===== src/rtl/rls_pkg.sv =====
// Shared types and constants for the RGB levels stretch block.
// Used by rls_prep, rls_div_cell and rgb_levels_stretch_core.
package rls_pkg;

  localparam int unsigned ChanW    = 8;
  localparam int unsigned NumLanes = 3;
  localparam int unsigned NumSteps = ChanW;  // one quotient bit per cell
  localparam int unsigned IdxW     = 3;

  localparam logic [ChanW-1:0] FullScale = 8'd255;

  // register indexes on the config port
  localparam logic [IdxW-1:0] RegBlackRed   = 3'd0;
  localparam logic [IdxW-1:0] RegBlackGreen = 3'd1;
  localparam logic [IdxW-1:0] RegBlackBlue  = 3'd2;
  localparam logic [IdxW-1:0] RegWhiteRed   = 3'd3;
  localparam logic [IdxW-1:0] RegWhiteGreen = 3'd4;
  localparam logic [IdxW-1:0] RegWhiteBlue  = 3'd5;
  localparam logic [IdxW-1:0] RegInvert     = 3'd6;

  typedef enum logic [1:0] {
    ModeZero,
    ModeFull,
    ModeDiv
  } mode_e;

  // one color channel on its way down the divider chain
  typedef struct packed {
    mode_e            mode;
    logic [ChanW-1:0] dvs;     // white - black
    logic [ChanW-1:0] rem;     // partial remainder, below dvs in ModeDiv
    logic [ChanW-1:0] num_lo;  // dividend bits still to shift in
    logic [ChanW-1:0] quo;     // quotient bits so far
  } lane_t;

  typedef lane_t [NumLanes-1:0] lane_vec_t;

  typedef struct packed {
    logic [NumLanes-1:0][ChanW-1:0] black;
    logic [NumLanes-1:0][ChanW-1:0] white;
    logic                           invert;
  } levels_t;

endpackage


===== src/rtl/rls_prep.sv =====
// Front cell: optional inversion, level compare and dividend setup per channel.
// Depends on rls_pkg.
module rls_prep (
  input  logic                                         clk_i,
  input  logic                                         rst_ni,
  input  rls_pkg::levels_t                             levels_i,
  input  logic                                         valid_i,
  output logic                                         ready_o,
  input  logic [rls_pkg::NumLanes-1:0][rls_pkg::ChanW-1:0] pix_i,
  output logic                                         valid_o,
  input  logic                                         ready_i,
  output rls_pkg::lane_vec_t                           data_o
);
  import rls_pkg::*;

  logic      valid_q;
  lane_vec_t data_d, data_q;

  always_comb begin
    logic [ChanW-1:0]   v;
    logic [ChanW-1:0]   d;
    logic [2*ChanW-1:0] num;
    for (int i = 0; i < NumLanes; i++) begin
      v   = levels_i.invert ? (FullScale - pix_i[i]) : pix_i[i];
      d   = v - levels_i.black[i];
      // d * 255 as (d << 8) - d
      num = {d, {ChanW{1'b0}}} - {{ChanW{1'b0}}, d};
      data_d[i].dvs    = levels_i.white[i] - levels_i.black[i];
      data_d[i].rem    = num[2*ChanW-1:ChanW];
      data_d[i].num_lo = num[ChanW-1:0];
      data_d[i].quo    = '0;
      if (v <= levels_i.black[i]) begin
        data_d[i].mode = ModeZero;
      end else if (v >= levels_i.white[i]) begin
        data_d[i].mode = ModeFull;  // also covers white at or below black
      end else begin
        data_d[i].mode = ModeDiv;
      end
    end
  end

  assign ready_o = !valid_q || ready_i;

  always_ff @(posedge clk_i or negedge rst_ni) begin
    if (!rst_ni) begin
      valid_q <= 1'b0;
    end else if (ready_o) begin
      valid_q <= valid_i;
    end
  end

  always_ff @(posedge clk_i) begin
    if (ready_o && valid_i) begin
      data_q <= data_d;
    end
  end

  assign valid_o = valid_q;
  assign data_o  = data_q;

endmodule


===== src/rtl/rls_div_cell.sv =====
// One restoring-division step for all three channels, with its own beat register.
// Depends on rls_pkg.
module rls_div_cell (
  input  logic               clk_i,
  input  logic               rst_ni,
  input  logic               valid_i,
  output logic               ready_o,
  input  rls_pkg::lane_vec_t data_i,
  output logic               valid_o,
  input  logic               ready_i,
  output rls_pkg::lane_vec_t data_o
);
  import rls_pkg::*;

  logic      valid_q;
  lane_vec_t data_d, data_q;

  always_comb begin
    logic [ChanW:0] trial;
    logic           qbit;
    for (int i = 0; i < NumLanes; i++) begin
      trial = {data_i[i].rem, data_i[i].num_lo[ChanW-1]};
      qbit  = (trial >= {1'b0, data_i[i].dvs});
      data_d[i]        = data_i[i];
      data_d[i].num_lo = {data_i[i].num_lo[ChanW-2:0], 1'b0};
      data_d[i].quo    = {data_i[i].quo[ChanW-2:0], qbit};
      if (qbit) begin
        data_d[i].rem = ChanW'(trial - {1'b0, data_i[i].dvs});
      end else begin
        data_d[i].rem = trial[ChanW-1:0];
      end
    end
  end

  assign ready_o = !valid_q || ready_i;

  always_ff @(posedge clk_i or negedge rst_ni) begin
    if (!rst_ni) begin
      valid_q <= 1'b0;
    end else if (ready_o) begin
      valid_q <= valid_i;
    end
  end

  always_ff @(posedge clk_i) begin
    if (ready_o && valid_i) begin
      data_q <= data_d;
    end
  end

  assign valid_o = valid_q;
  assign data_o  = data_q;

endmodule


===== src/rtl/rgb_levels_stretch_core.sv =====
// Per-channel levels / contrast stretch of an RGB pixel stream.
// Instantiates rls_prep and a chain of rls_div_cell; depends on rls_pkg.
//
// Usage:
//   Input channel: in_valid_i with pixel_red_i/green_i/blue_i; a beat is taken
//   when in_valid_i is high and in_stall_o is low.
//   Output channel: out_valid_o with out_red_o/green_o/blue_o; a beat leaves
//   when out_valid_o is high and out_stall_i is low.
//   Config channel: cfg_valid_i, cfg_index_i, cfg_data_i, always ready.
//   Index 0..2 black red/green/blue, 3..5 white red/green/blue, 6 invert.
//   Write config only while no pixel is in flight.
// Pipeline:
//   One setup cell plus eight division cells, the division cells each
//   producing one quotient bit of (v - black) * 255 / (white - black).
//   Throughput is one pixel per clock while out_stall_i is low.
// Stall: every cell holds its beat while the next one is full and stalled;
//   empty cells keep filling, so in_stall_o rises only once the whole
//   chain is full and out_stall_i is high.
// Reset: all cells empty, black levels 0, white levels 255, invert off.
module rgb_levels_stretch_core (
  input  logic                      clk_i,
  input  logic                      rst_ni,
  input  logic                      in_valid_i,
  output logic                      in_stall_o,
  input  logic [rls_pkg::ChanW-1:0] pixel_red_i,
  input  logic [rls_pkg::ChanW-1:0] pixel_green_i,
  input  logic [rls_pkg::ChanW-1:0] pixel_blue_i,
  output logic                      out_valid_o,
  input  logic                      out_stall_i,
  output logic [rls_pkg::ChanW-1:0] out_red_o,
  output logic [rls_pkg::ChanW-1:0] out_green_o,
  output logic [rls_pkg::ChanW-1:0] out_blue_o,
  input  logic                      cfg_valid_i,
  output logic                      cfg_ready_o,
  input  logic [rls_pkg::IdxW-1:0]  cfg_index_i,
  input  logic [rls_pkg::ChanW-1:0] cfg_data_i
);
  import rls_pkg::*;

  levels_t levels_q;

  assign cfg_ready_o = 1'b1;

  always_ff @(posedge clk_i or negedge rst_ni) begin
    if (!rst_ni) begin
      levels_q.black  <= '0;
      levels_q.white  <= {NumLanes{FullScale}};
      levels_q.invert <= 1'b0;
    end else if (cfg_valid_i && cfg_ready_o) begin
      case (cfg_index_i)
        RegBlackRed:   levels_q.black[0] <= cfg_data_i;
        RegBlackGreen: levels_q.black[1] <= cfg_data_i;
        RegBlackBlue:  levels_q.black[2] <= cfg_data_i;
        RegWhiteRed:   levels_q.white[0] <= cfg_data_i;
        RegWhiteGreen: levels_q.white[1] <= cfg_data_i;
        RegWhiteBlue:  levels_q.white[2] <= cfg_data_i;
        RegInvert:     levels_q.invert   <= cfg_data_i[0];
        default: ;
      endcase
    end
  end

  logic [NumLanes-1:0][ChanW-1:0] pix;
  assign pix[0] = pixel_red_i;
  assign pix[1] = pixel_green_i;
  assign pix[2] = pixel_blue_i;

  // stage k output feeds cell k; stg_ready[k] is that consumer's ready
  lane_vec_t           stg_data  [NumSteps+1];
  logic [NumSteps:0]   stg_valid;
  logic [NumSteps:0]   stg_ready;
  logic                in_ready;

  rls_prep u_prep (
    .clk_i    (clk_i),
    .rst_ni   (rst_ni),
    .levels_i (levels_q),
    .valid_i  (in_valid_i),
    .ready_o  (in_ready),
    .pix_i    (pix),
    .valid_o  (stg_valid[0]),
    .ready_i  (stg_ready[0]),
    .data_o   (stg_data[0])
  );

  for (genvar k = 0; k < NumSteps; k++) begin : g_cell
    rls_div_cell u_cell (
      .clk_i   (clk_i),
      .rst_ni  (rst_ni),
      .valid_i (stg_valid[k]),
      .ready_o (stg_ready[k]),
      .data_i  (stg_data[k]),
      .valid_o (stg_valid[k+1]),
      .ready_i (stg_ready[k+1]),
      .data_o  (stg_data[k+1])
    );
  end

  assign stg_ready[NumSteps] = !out_stall_i;
  assign in_stall_o          = !in_ready;
  assign out_valid_o         = stg_valid[NumSteps];

  logic [NumLanes-1:0][ChanW-1:0] res;

  always_comb begin
    for (int i = 0; i < NumLanes; i++) begin
      case (stg_data[NumSteps][i].mode)
        ModeZero: res[i] = '0;
        ModeFull: res[i] = FullScale;
        ModeDiv:  res[i] = stg_data[NumSteps][i].quo;
        default:  res[i] = '0;
      endcase
    end
  end

  assign out_red_o   = res[0];
  assign out_green_o = res[1];
  assign out_blue_o  = res[2];

  // input side stalls only when the chain is full and the output is held
  a_stall_full: assert property (@(posedge clk_i) disable iff (!rst_ni)
    in_stall_o |-> (&stg_valid) && out_stall_i)
    else $error("input stalled with room in the chain");

  // a strictly interior red value never reaches full scale
  a_div_range: assert property (@(posedge clk_i) disable iff (!rst_ni)
    out_valid_o && (stg_data[NumSteps][0].mode == ModeDiv)
    |-> stg_data[NumSteps][0].quo != FullScale)
    else $error("red quotient out of range");

  // green partial remainder is below the divisor at the end of the chain
  a_rem_bound: assert property (@(posedge clk_i) disable iff (!rst_ni)
    stg_valid[NumSteps] && (stg_data[NumSteps][1].mode == ModeDiv)
    |-> stg_data[NumSteps][1].rem < stg_data[NumSteps][1].dvs)
    else $error("green remainder not below divisor");

endmodule


===== config.mk =====
export PLATFORM = sky130hd
export DESIGN_NAME = rgb_levels_stretch_core
export DESIGN_NICKNAME = d
export VERILOG_FILES = /design/src/rtl/rls_pkg.sv /design/src/rtl/rls_prep.sv /design/src/rtl/rls_div_cell.sv /design/src/rtl/rgb_levels_stretch_core.sv
export SDC_FILE = /design/constraint.sdc
export NUM_CORES = 1
export LEC_CHECK = 0
export BUFFER_PORTS_ARGS = -buffer_cell sky130_fd_sc_hd__buf_2
export CAP_MARGIN = 15
export CORE_ASPECT_RATIO = 1.25
export CORE_UTILIZATION = 45
export DETAILED_ROUTE_END_ITERATION = 7
export PLACE_DENSITY_LB_ADDON = 0.3
export SETUP_SLACK_MARGIN = 0.02
export SYNTH_ARGS = -nofsm -noshare
export SYNTH_HDL_FRONTEND = slang
export SYNTH_SLANG_ARGS = --single-unit

===== constraint.sdc =====
create_clock -name clk_i -period 8.9 [get_ports clk_i]
set_input_delay 0.445 -clock clk_i [delete_from_list [all_inputs] [get_ports clk_i]]
set_output_delay 0.445 -clock clk_i [all_outputs]
set_load 0.005 [all_outputs]

## Yosys cells after proc, flatten, opt, wreduce, memory -nomap -nowiden

Cells that the tools add are included.

| word-level totals | value |
|---|---|
| output and inout port bits | 27 |
| bits of input ports | 40 |
| register bits | 712 |

| operators by class | value |
|---|---|
| $lt $le $gt $ge | 30 |
| reduce and logical (&&, ||, !) cells | 37 |
| multiplexer cells | 30 |
| add/subtract/negate cells | 33 |
| eq/ne operators | 12 |

Operators by type and width:

| kind | count |
|---|---|
| 9-bit by 8-bit greater-or-equal comparator with 1-bit output | 24 |
| 8-bit subtractor | 27 |
| 8-bit two-way mux | 24 |
| 8-bit one-hot mux with 2 select lines | 3 |
| 16-bit by 8-bit subtractor with 16-bit output | 3 |
| 8-bit greater-or-equal comparator | 3 |
| 8-bit <= comparator | 3 |
| 8-bit subtractor (first input constant) | 3 |
| 2-bit AND reduction | 7 |
| 1-bit zero test | 11 |
| 3-bit == test (second input constant) | 3 |
| 1-bit logical AND | 9 |
| 1-bit logical OR | 9 |
| 2-bit by 1-bit == test with 1-bit output (second input constant) | 3 |
| 2-bit == test (second input constant) | 3 |
| 3-bit by 2-bit == test with 1-bit output (second input constant) | 2 |
| 2-bit two-way mux | 3 |
| 3-bit by 1-bit == test with 1-bit output (second input constant) | 1 |
| 3-bit zero test | 1 |

## Logic depth before layout (Yosys ltp)

Gate-level depths: netlist (run 1).

| depth | value |
|---|---|
| word-level depth | 11 |
| mapped depth | 12 |
| mapped depth without buffers | 10 |

## Cells and area by module

Synthesis (run 1) repeated with hierarchy kept, for this count alone.

| second synthesis, totals | value |
|---|---|
| cells, all modules | 3208 |
| area total of the unflattened synthesis | 44467.6 µm² |

Modules (own cells, without submodules):

| module | area an instance (µm²) | sequential area each (µm²) | times used | cells an instance |
|---|---|---|---|---|
| rls_div_cell at g_cell[2].u_cell ... | 4471.8 | 2997.9 | 4 | 300 |
| rls_div_cell at g_cell[0].u_cell ... | 4536.9 | 2997.9 | 2 | 307 |
| rls_div_cell at g_cell[1].u_cell ... | 4481.8 | 2997.9 | 2 | 300 |
| rls_prep | 6244.7 | 2367.3 | 1 | 612 |
| rgb_levels_stretch_core | 2298.5 | 1256.2 | 1 | 182 |

## Worst setup path before layout (run 1)

No wires, ideal clock.

| path | value |
|---|---|
| path type | input to register |
| start point | input out_stall_i |
| end point | register g_cell[2].u_cell.data_q, in the netlist g_cell[2].u_cell.data_o[0] (enable) |
| setup slack | 3.925 ns |
| setup time | 0.524 ns |
| stages | 5 |
| arrival time | 4.451 ns |
| cell sequence | nand4_1 > inv_1 > and3_1 > and2_1 > nor2b_1 |

| on the way | value |
|---|---|
| cells in the longest elaborated chain, start to end | 8 |

Ends and longest elaborated chain:

| what | line | text |
|---|---|---|
| start, declared | rgb_levels_stretch_core.sv:29 | `input logic out_stall_i,` |
| 1-bit zero test | rgb_levels_stretch_core.sv:99 | `assign stg_ready[NumSteps] = !out_stall_i;` |
| 1-bit logical OR (6 in a row) | rls_div_cell.sv:35 | `assign ready_o = !valid_q \|\| ready_i;` |
| 1-bit logical AND | rls_div_cell.sv:46 | `if (ready_o && valid_i) begin` |
| end signal, assigned | rls_div_cell.sv:47 | `data_q <= data_d;` |
| end, declared | rls_div_cell.sv:16 | `lane_vec_t data_d, data_q;` |

Every way passes these cells.
A chain may end at the register's enable or synchronous reset.

==> flow_summary.ini, run 1 <==
[floorplan]
ios = 67
die_area_um2 = 81900
core-area_um2 = 80000
die_y_um = 320
row_count = 116
start_util = 0.454
die_width_um = 256

[worst_setup_path]
rr_endpoint = u_prep.data_o[17]
crit_buf_inv = 2
arrival_ns = 3.91
regToRegSetupSlack_ns = 5.36
crit_type = reg -> reg
cpMostUsedCell = a211oi_1
crit_slowest_cell = fa_1
critPathCaptureType = flip-flop
worstReg2RegStart = levels_q[0]
crit_family = compound AO/OA/AOI/OAI gates
path_cells = buf_4 > xnor2_1 > ha_1 > inv_1 > fa_1 > a211oi_1 > o21bai_1 > a211oi_1 > a2bb2oi_1 > nand3_1 > a21o_1
start_kind = flip-flop
critPathRequiredTime_ns = 9.27
ff2ff_path_depth = 11
critPathMaxStageDelay_ns = 0.46
crit_path_max_fanout = 24

[timing]
hold_violations = 0
holdWs_ns = 0.102
final_max_slew_viol_count = 0
setup-violations-final = 0
fin_skew_ns = 0.0268
fin_ws_ns = 5.36
setup_tns_ns = 0
timing.fmax_mhz = 283
slew_headroom = 0.305
post-route-min-period_ns = 3.54
post-route-period-util = 0.397
rsz0062_at_grt = false
worst_pin_slew_ns = 1.04

[worst_hold_path]
whs_path_depth = 2
hold_path_startpoint = in_valid_i
min_path_type = in -> reg
min_to = u_prep.valid_o

[yosys]
synth-edff-count = 654
synth_area_um2 = 36300
yosysWarnings = 0
synthArstFlopShare = 0.0815
ys_types = 79
synth_fp_nets = 3124
ys_ff_latch = 712
synthCells = 2783
synth_seq_area_share = 0.581
synth-main-ff-cell = edfxtp_1
avgSynthCellArea_um2 = 13.1

[cts]
htree_levels = 3
cts_buffers = 72
tritoncts = built
cts_root_buf = clkbuf_16
clock_path_buffers = 3
clock_sinks = 712
clkLatencyLatePin_ns = 0.62
clk_pin_slew_ns = 0.07
cts-resized-gates = 0

[run]
max_cap_viol_count = 0

[placed_design]
placed_cell_area_um2 = 38000
gp_congestion = 0.854
hpwlAfterDp_mm = 48.3
port_buffers = 65
place_inst = 3902
dp_slack_ns = 5.36

[power_and_ir_drop]
vdd_drop_max_mv = 0.166
p_leak_nw = 16.2
power_per_cell_area_nw_per_um2 = 407
finalPower_mw = 16.5

[layout]
antenna_cells = 0
n_fill_cell = 6665
fin_area_um2 = 40500
syn2layout_area_growth_pct = 11.5
drive_gt1_frac = 0.158
regArea_um2 = 21100
fin_util = 0.507
finalNonFillerCells = 4035
multi_input_area_um2 = 13800
fin_nets = 3256

[drt]
vias_per_cell = 5.18
vias = 20900
antenna_left = 0
routed_wl_mm = 62.9
drt-wirelength-per-cell_um = 15.6
drc = 0
first_pass_iters = 5
drt-initial-drc-count = 854

[status]
status = finished, final reports clean

[global_route]
global_route.overflow_total = 0
antenna_found_initial = 0
grt_max_degree = 79
grt_pass1_vias = 22100
track_usage = 0.156
grt_pass1_wl_mm = 106
==> how the worst max path moves through the flow <==
stage                      startpoint                         end  slack (ns)  depth (start not counted)
after global routing      levels_q[0]           u_prep.data_o[17]        4.95                         11
after global placement    levels_q[0]           u_prep.data_o[17]        5.46                         11
after floorplan           out_stall_i  g_cell[2].u_cell.data_o[0]        3.93                          5
after CTS                 levels_q[0]           u_prep.data_o[17]        5.34                         11
final                     levels_q[0]           u_prep.data_o[17]        5.36                         11
after detailed placement  levels_q[0]           u_prep.data_o[17]        5.36                         11
==> layout make-up <==
cell class                 instances  area share
multi-input combinational       1690       0.341
timing repair buffer              80      0.0109
clock buffer                      88      0.0482
tap                             1062      0.0328
sequential                       712       0.521
clock inverter                    44      0.0125
inverter                         359      0.0333
==> layer usage <==
metal | part of all wire | wire, um | vias to the layer above | global-route usage
met4 | 0.033 | 2100 | 0 | 0.0688
met2 | 0.52 | 32800 | 325 | 0.291
met1 | 0.41 | 26000 | 10000 | 0.173
met5 | 0 | 0 | - | 0
met3 | 0.031 | 1980 | 128 | 0.0234
li1 | - | - | 10500 | -
==> flip-flops by register name, summed over array words and instances (netlist names) <==
name                   flops
u_prep.valid_o             1
g_cell.u_cell.data_o     576
u_prep.data_o             78
levels_q                  49
g_cell.u_cell.valid_o      8
==> cell usage in the layout (no fill, tap or decap), types with 49 or more instances in the layout <==
cell,instances
a21oi_1,79
buf_2,65
clkbuf_16,74
edfxtp_1,654
ha_1,274
inv_1,359
mux2_2,125
mux2i_1,56
nand2_1,93
nor2_1,187
nor2b_1,71
o21ai_0,136
or2_2,51
xnor2_1,49
==> cell families after synthesis <==
group           after synthesis  share of synthesized area
mux                         181                     0.0542
buf+inv                     381                     0.0396
fa+ha+maj                   301                      0.109
simple gates                591                     0.0839
other cells                   1                   0.000103
flops                       712                      0.581
compound gates              524                      0.109
xor+xnor                     92                     0.0224
==> cell usage after synthesis, drive strengths merged, types with 49 or more instances <==
cell / number / area, um^2
o21ai: 160 / 801
nor2: 187 / 702
nand2: 93 / 349
nor2b: 74 / 470
mux2i: 56 / 561
xnor2: 49 / 429
edfxtp: 654 / 19600
mux2: 125 / 1410
ha: 274 / 3430
a21oi: 79 / 395
inv: 359 / 1350
or2: 51 / 319
==> what timing repair did <==
item | CTS | global route
hold endpoints to repair | 22 | 0
setup buffers | 0 | 0
endpoints found under the setup margin | 0 | 0
hold buffers | 1 | 0
==> power breakdown <==
part	leakage (nW)	switching (mW)	internal [mW]
Sequential	7.02	0.576	5.62
Clock	1.19	1.25	1.84
Combinational	7.97	3.90	3.32
Total	16.2	5.72	10.8
No activity file was read; power rests on OpenSTA's default activity.
==> inputs of run 2 (changes only) <==
--- a/config.mk
+++ b/config.mk
@@ -5,6 +5,7 @@
 export SDC_FILE = /design/constraint.sdc
 export NUM_CORES = 1
 export LEC_CHECK = 0
+export ABC_AREA = 1
 export BUFFER_PORTS_ARGS = -buffer_cell sky130_fd_sc_hd__buf_2
 export CAP_MARGIN = 15
 export CORE_ASPECT_RATIO = 1.25
==> constraint.sdc (replaced) <==
create_clock -name clk_i -period 2.9 [get_ports clk_i]
set_input_delay 0.145 -clock clk_i [delete_from_list [all_inputs] [get_ports clk_i]]
set_output_delay 0.145 -clock clk_i [all_outputs]
set_load 0.005 [all_outputs]
==> flow_summary.ini, run 2 <==
[yosys]
ys_types = 52
synth_top_area_frac = 0.529
synthTopCellsByCount = nand2_1, edfxtp_1, inv_1
synthMostInstantiatedCell = nand2_1
synth-edff-count = 654
synth-main-ff-cell = edfxtp_1
synthArstFlopShare = 0.0815
yosysTopAreaCell = edfxtp_1
avgSynthCellArea_um2 = 10.4
synthTopCellsByArea = edfxtp_1, ha_1, nand2_1
synthCells = 3589
synth_seq_area_share = 0.569
ys_ff_latch = 712
synth_area_um2 = 37100
synth_fp_nets = 3930
yosysWarnings = 0

[power_and_ir_drop]
p_comb_frac = 0.421
vdd_drop_max_mv = 0.572
switching_share = 0.382
power.share.clock = 0.193
p_int_mw = 30.6
p_leak_nw = 18.6
p_switching_mw = 18.9
seqPwrFrac = 0.385
power_per_cell_area_nw_per_um2 = 1190

[global_route]
grt_pass1_vias = 23800
antenna_found_initial = 0
track_usage = 0.167
global_route.overflow_total = 0
grt_max_degree = 79
grt_pass1_wl_mm = 113

[drt]
vias_per_cell = 4.86
vias = 23700
drc = 0
drt-initial-drc-count = 991
first_pass_iters = 5
routed_wl_mm = 67.6
antenna_left = 0
drt-wirelength-per-cell_um = 13.9

[cts]
clock_sinks = 712
cts_root_buf = clkbuf_16
htree_levels = 3
clock_path_buffers = 3
clkLatencyLatePin_ns = 0.62
cts_buffers = 73
clk_pin_slew_ns = 0.06
tritoncts = built

[layout]
fin_area_um2 = 41800
largest_reg_flops = 576
syn2layout_area_growth_pct = 12.4
final_cell_mix = nand2_1, edfxtp_1, inv_1
drive_gt1_frac = 0.0898
layout_commonest_cell = nand2_1
antenna_cells = 0
fin_nets = 4091

[floorplan]
ios = 67
start_util = 0.456
row_count = 117
die_area_um2 = 83700
core-area_um2 = 81500
die_y_um = 323
die_width_um = 259

[timing]
holdWs_ns = 0.160
final_max_slew_viol_count = 0
hold_violations = 0
post-route-min-period_ns = 2.70
timing.fmax_mhz = 371
worst_pin_slew_ns = 0.771
setup_tns_ns = 0
setup-violations-final = 0
fin_skew_ns = 0.0254
post-route-period-util = 0.929
slew_headroom = 0.485

[status]
status = finished, final reports clean

[placed_design]
placed_cell_area_um2 = 39000
gp_congestion = 0.874
hpwlAfterDp_mm = 52.5
port_buffers = 65

[worst_setup_path]
arrival_ns = 3.06
crit_path_max_fanout = 12
start_kind = flip-flop
crit_type = reg -> reg
critPathCaptureType = flip-flop
critPathRequiredTime_ns = 3.27

[run]
max_cap_viol_count = 0

[worst_hold_path]
min_path_type = in -> async
run 2: cell families (layout without fill, tap and decap cells):
group | after synthesis | in the layout | synth area share
DFF | 712 | 712 | 0.569
other | 1 | 1 | 0.000101
buffers and inverters | 656 | 875 | 0.0672
xor gates and xnor gates | 141 | 141 | 0.0338
and+or+nand+nor | 1356 | 1356 | 0.160
adders and majority gates | 301 | 301 | 0.107
AOI/OAI and AO/OA | 422 | 422 | 0.0631
run 2: layout make-up:
type,instances,area [um^2]
tap,1071,1340
fill,7219,39800
inverter,634,2380
sequential,712,21100
timing repair buffer,108,788
multi-input combinational,2221,13600
clock buffer,89,1960
clock inverter,44,509
run 2: power by group through the flow:
stage	clock network, mW	logic [mW]	registers (mW)
finish	9.57	20.8	19.1
global route	10.2	24.2	19.5
floorplan	0	16.4	18.4
detailed placement	0	20.8	19.3
CTS	9.85	21.0	19.1
global placement	0	20.4	19.2
run 2: stage by stage:
| step | power, mW | cells | utilization | setup WS [ns] |
|---|---|---|---|---|
| global route | 53.8 | 4879 | 0.512 | -0.00762 |
| floorplan | 34.8 | 3589 | - | -0.349 |
| global placement | 39.7 | 4723 | 0.478 | 0.139 |
| CTS | 49.9 | 4872 | 0.511 | 0.0341 |
| finish | 49.5 | 4879 | 0.512 | 0.205 |
| detailed placement | 40.1 | 4723 | 0.478 | 0.0409 |
run 2: worst max-delay path, stage by stage (launching register included):
cell and delay, ns:
dfrtp_2 0.49, buf_12 0.19, xnor2_1 0.15, ha_1 0.22, fa_1 0.53, ha_2 0.20
inv_1 0.07, nor2_4 0.15, nand3_2 0.12, nor2_4 0.13, nand2_1 0.08, nand2_1 0.06
o21ai_1 0.05
run 2: routing by layer:
layer	vias up	global-route usage	wire length (um)	share of wire
met1	10900	0.183	27300	0.40
li1	12400	-	-	-
met4	0	0.0763	2660	0.039
met5	-	0	0	0
met2	297	0.318	35800	0.53
met3	139	0.0212	1850	0.027
run 2: repair_timing:
| action | 4_1_cts | 5_1_grt |
|---|---|---|
| hold buffers | 16 | 0 |
| resized for setup | 0 | 12 |
| setup buffers | 0 | 7 |
| setup endpoints to repair | 0 | 18 |
| hold endpoints to repair | 95 | 0 |
run 2: final timing paths:
| path | startpoint | to | slack (ns) | cells past startpoint |
|---|---|---|---|---|
| max | levels_q[0] | u_prep.data_o[86] | 0.20 | 12 |
| min | rst_ni | levels_q[13] | 0.16 | 2 |
| max reg2reg | levels_q[0] | u_prep.data_o[86] | 0.20 | 12 |
| min reg2reg | g_cell[2].u_cell.data_o[1] | g_cell[3].u_cell.data_o[2] | 0.40 | 0 |
| max in group asynchronous | rst_ni | levels_q[0] | 1.82 | 3 |
| min in group clk_i | pixel_blue_i[0] | u_prep.data_o[84] | 0.24 | 5 |
==> inputs of run 3 (changes only) <==
--- a/config.mk
+++ b/config.mk
@@ -11,6 +11,7 @@
 export CORE_ASPECT_RATIO = 1.25
 export CORE_UTILIZATION = 45
 export DETAILED_ROUTE_END_ITERATION = 7
+export MAX_ROUTING_LAYER = met4
 export PLACE_DENSITY_LB_ADDON = 0.3
 export SETUP_SLACK_MARGIN = 0.02
 export SYNTH_ARGS = -nofsm -noshare
==> flow_summary.ini, run 3 (same netlist as run 2, synthesis figures left out) <==
[placed_design]
hpwlAfterDp_mm = 52.3
gp_congestion = 0.904
place_inst = 4722
port_buffers = 65

[worst_setup_path]
crit_slowest_cell = fa_1
regToRegSetupSlack_ns = 0.15
worstReg2RegStart = levels_q[0]
crit_path_max_fanout = 16
crit_type = reg -> reg
cp-startpoint = levels_q[0]
start_kind = flip-flop
crit_family = adder cells
path_cells = buf_12 > xnor2_1 > ha_1 > fa_1 > ha_2 > inv_1 > nor2_4 > nand3_2 > nor2_4 > nand2_1 > nand2_1 > o21ai_1
arrival_ns = 3.13
ff2ff_path_depth = 12
crit_buf_inv = 2
rr_endpoint = u_prep.data_o[86]
critPathMaxStageDelay_ns = 0.54
critPathCaptureType = flip-flop
critPathRequiredTime_ns = 3.28

[drt]
first_pass_iters = 5
vias_per_cell = 4.84
routed_wl_mm = 66.8
drt-initial-drc-count = 1010
drt-wirelength-per-cell_um = 13.7
antenna_left = 0
vias = 23600
drc = 0

[cts]
clk_pin_slew_ns = 0.06
cts_setup_buffers = 0
cts_root_buf = clkbuf_16
clock_path_buffers = 3
clock_sinks = 712
tritoncts = built
htree_levels = 3
clkLatencyLatePin_ns = 0.63
cts_buffers = 73

[timing]
post-route-period-util = 0.949
hold_violations = 0
final_max_slew_viol_count = 0
post-route-min-period_ns = 2.75
worst_pin_slew_ns = 0.777
setup-violations-final = 0
setup_tns_ns = 0
rsz0062_at_grt = true
slew_headroom = 0.481
timing.fmax_mhz = 364
fin_skew_ns = 0.0307

[global_route]
grt_pass1_wl_mm = 111
grt_pass1_vias = 23300
track_usage = 0.170
antenna_found_initial = 0
grt_max_degree = 79
global_route.overflow_total = 0

[power_and_ir_drop]
switching_share = 0.385
vdd_drop_max_mv = 0.526
p_leak_nw = 18.5
seqPwrFrac = 0.388
power.share.clock = 0.188
p_int_mw = 30.1
power_per_cell_area_nw_per_um2 = 1180
p_switching_mw = 18.9
p_comb_frac = 0.424

[layout]
syn2layout_area_growth_pct = 12.0
fin_nets = 4082
final_cell_mix = nand2_1, edfxtp_1, inv_1
drive_gt1_frac = 0.0871
fin_util = 0.510
layout_commonest_cell = nand2_1
regArea_um2 = 21100
largest_reg_flops = 576
n_fill_cell = 7292
antenna_cells = 0
multi_input_area_um2 = 13700
finalNonFillerCells = 4870

[run]
max_cap_viol_count = 0

[floorplan]
core-area_um2 = 81500
row_count = 117
die_y_um = 323
die_area_um2 = 83700
die_width_um = 259
ios = 67
start_util = 0.456

[worst_hold_path]
min_path_type = in -> async

[status]
status = finished, final reports clean
run 3: power groups by stage:
stage                     Combinational [mW]  Clock [mW]  Sequential, mW
after floorplan                         16.4           0            18.4
after global placement                  20.4           0            19.2
final                                   20.8        9.19            19.0
after CTS                               20.9        9.44            19.1
after detailed placement                20.8           0            19.3
after global routing                    24.1        9.83            19.4
run 3: worst max path at each step:
stage                                 endpoint  cells after the start
detailed placement           u_prep.data_o[86]                     12
global placement             u_prep.data_o[86]                     12
global route                 u_prep.data_o[86]                     12
floorplan           g_cell[5].u_cell.data_o[0]                      3
finish                       u_prep.data_o[86]                     12
CTS                          u_prep.data_o[86]                     12
run 3: area by class of cell:
cell class	instances	share of cell area
Tap cell	1071	0.0322
Clock buffer	86	0.0466
Multi-Input combinational cell	2221	0.328
Inverter	634	0.0573
Clock inverter	47	0.0108
Sequential cell	712	0.508
Timing Repair Buffer	99	0.0170
run 3: stage by stage:
stage | instance area, um^2 | setup WS (ns) | power [mW] | hold slack (ns)
after CTS | 41500 | 0.0457 | 49.4 | 0.0291
after global placement | 39000 | 0.147 | 39.7 | 0.175
after floorplan | 37200 | -0.349 | 34.8 | -0.151
after global routing | 41600 | 0.00526 | 53.4 | 0.0869
final | 41600 | 0.149 | 49.0 | 0.0541
after detailed placement | 39000 | 0.0505 | 40.1 | 0.176
run 3: per-layer routing:
metal	GRT usage	up-vias	part of all wire
li1	-	12400	-
met1	0.182	10900	0.41
met2	0.316	259	0.53
met3	0.0252	104	0.029
met4	0.0575	0	0.027
met5	-	-	0
run 3: repair_timing:
item | 4_1_cts | 5_1_grt
gates resized for setup | 0 | 15
setup endpoints to repair | 0 | 17
hold buffers | 15 | 0
hold endpoints to repair | 79 | 0
run 3: worst reg2reg max path, delay by kind of cell, from the launching register on:
family / cells / cell delay (ns)
compound gates: 1 / 0.06
xor+xnor: 1 / 0.17
fa+ha+maj: 3 / 0.96
buf+inv: 2 / 0.26
flops: 1 / 0.49
simple gates: 5 / 0.55
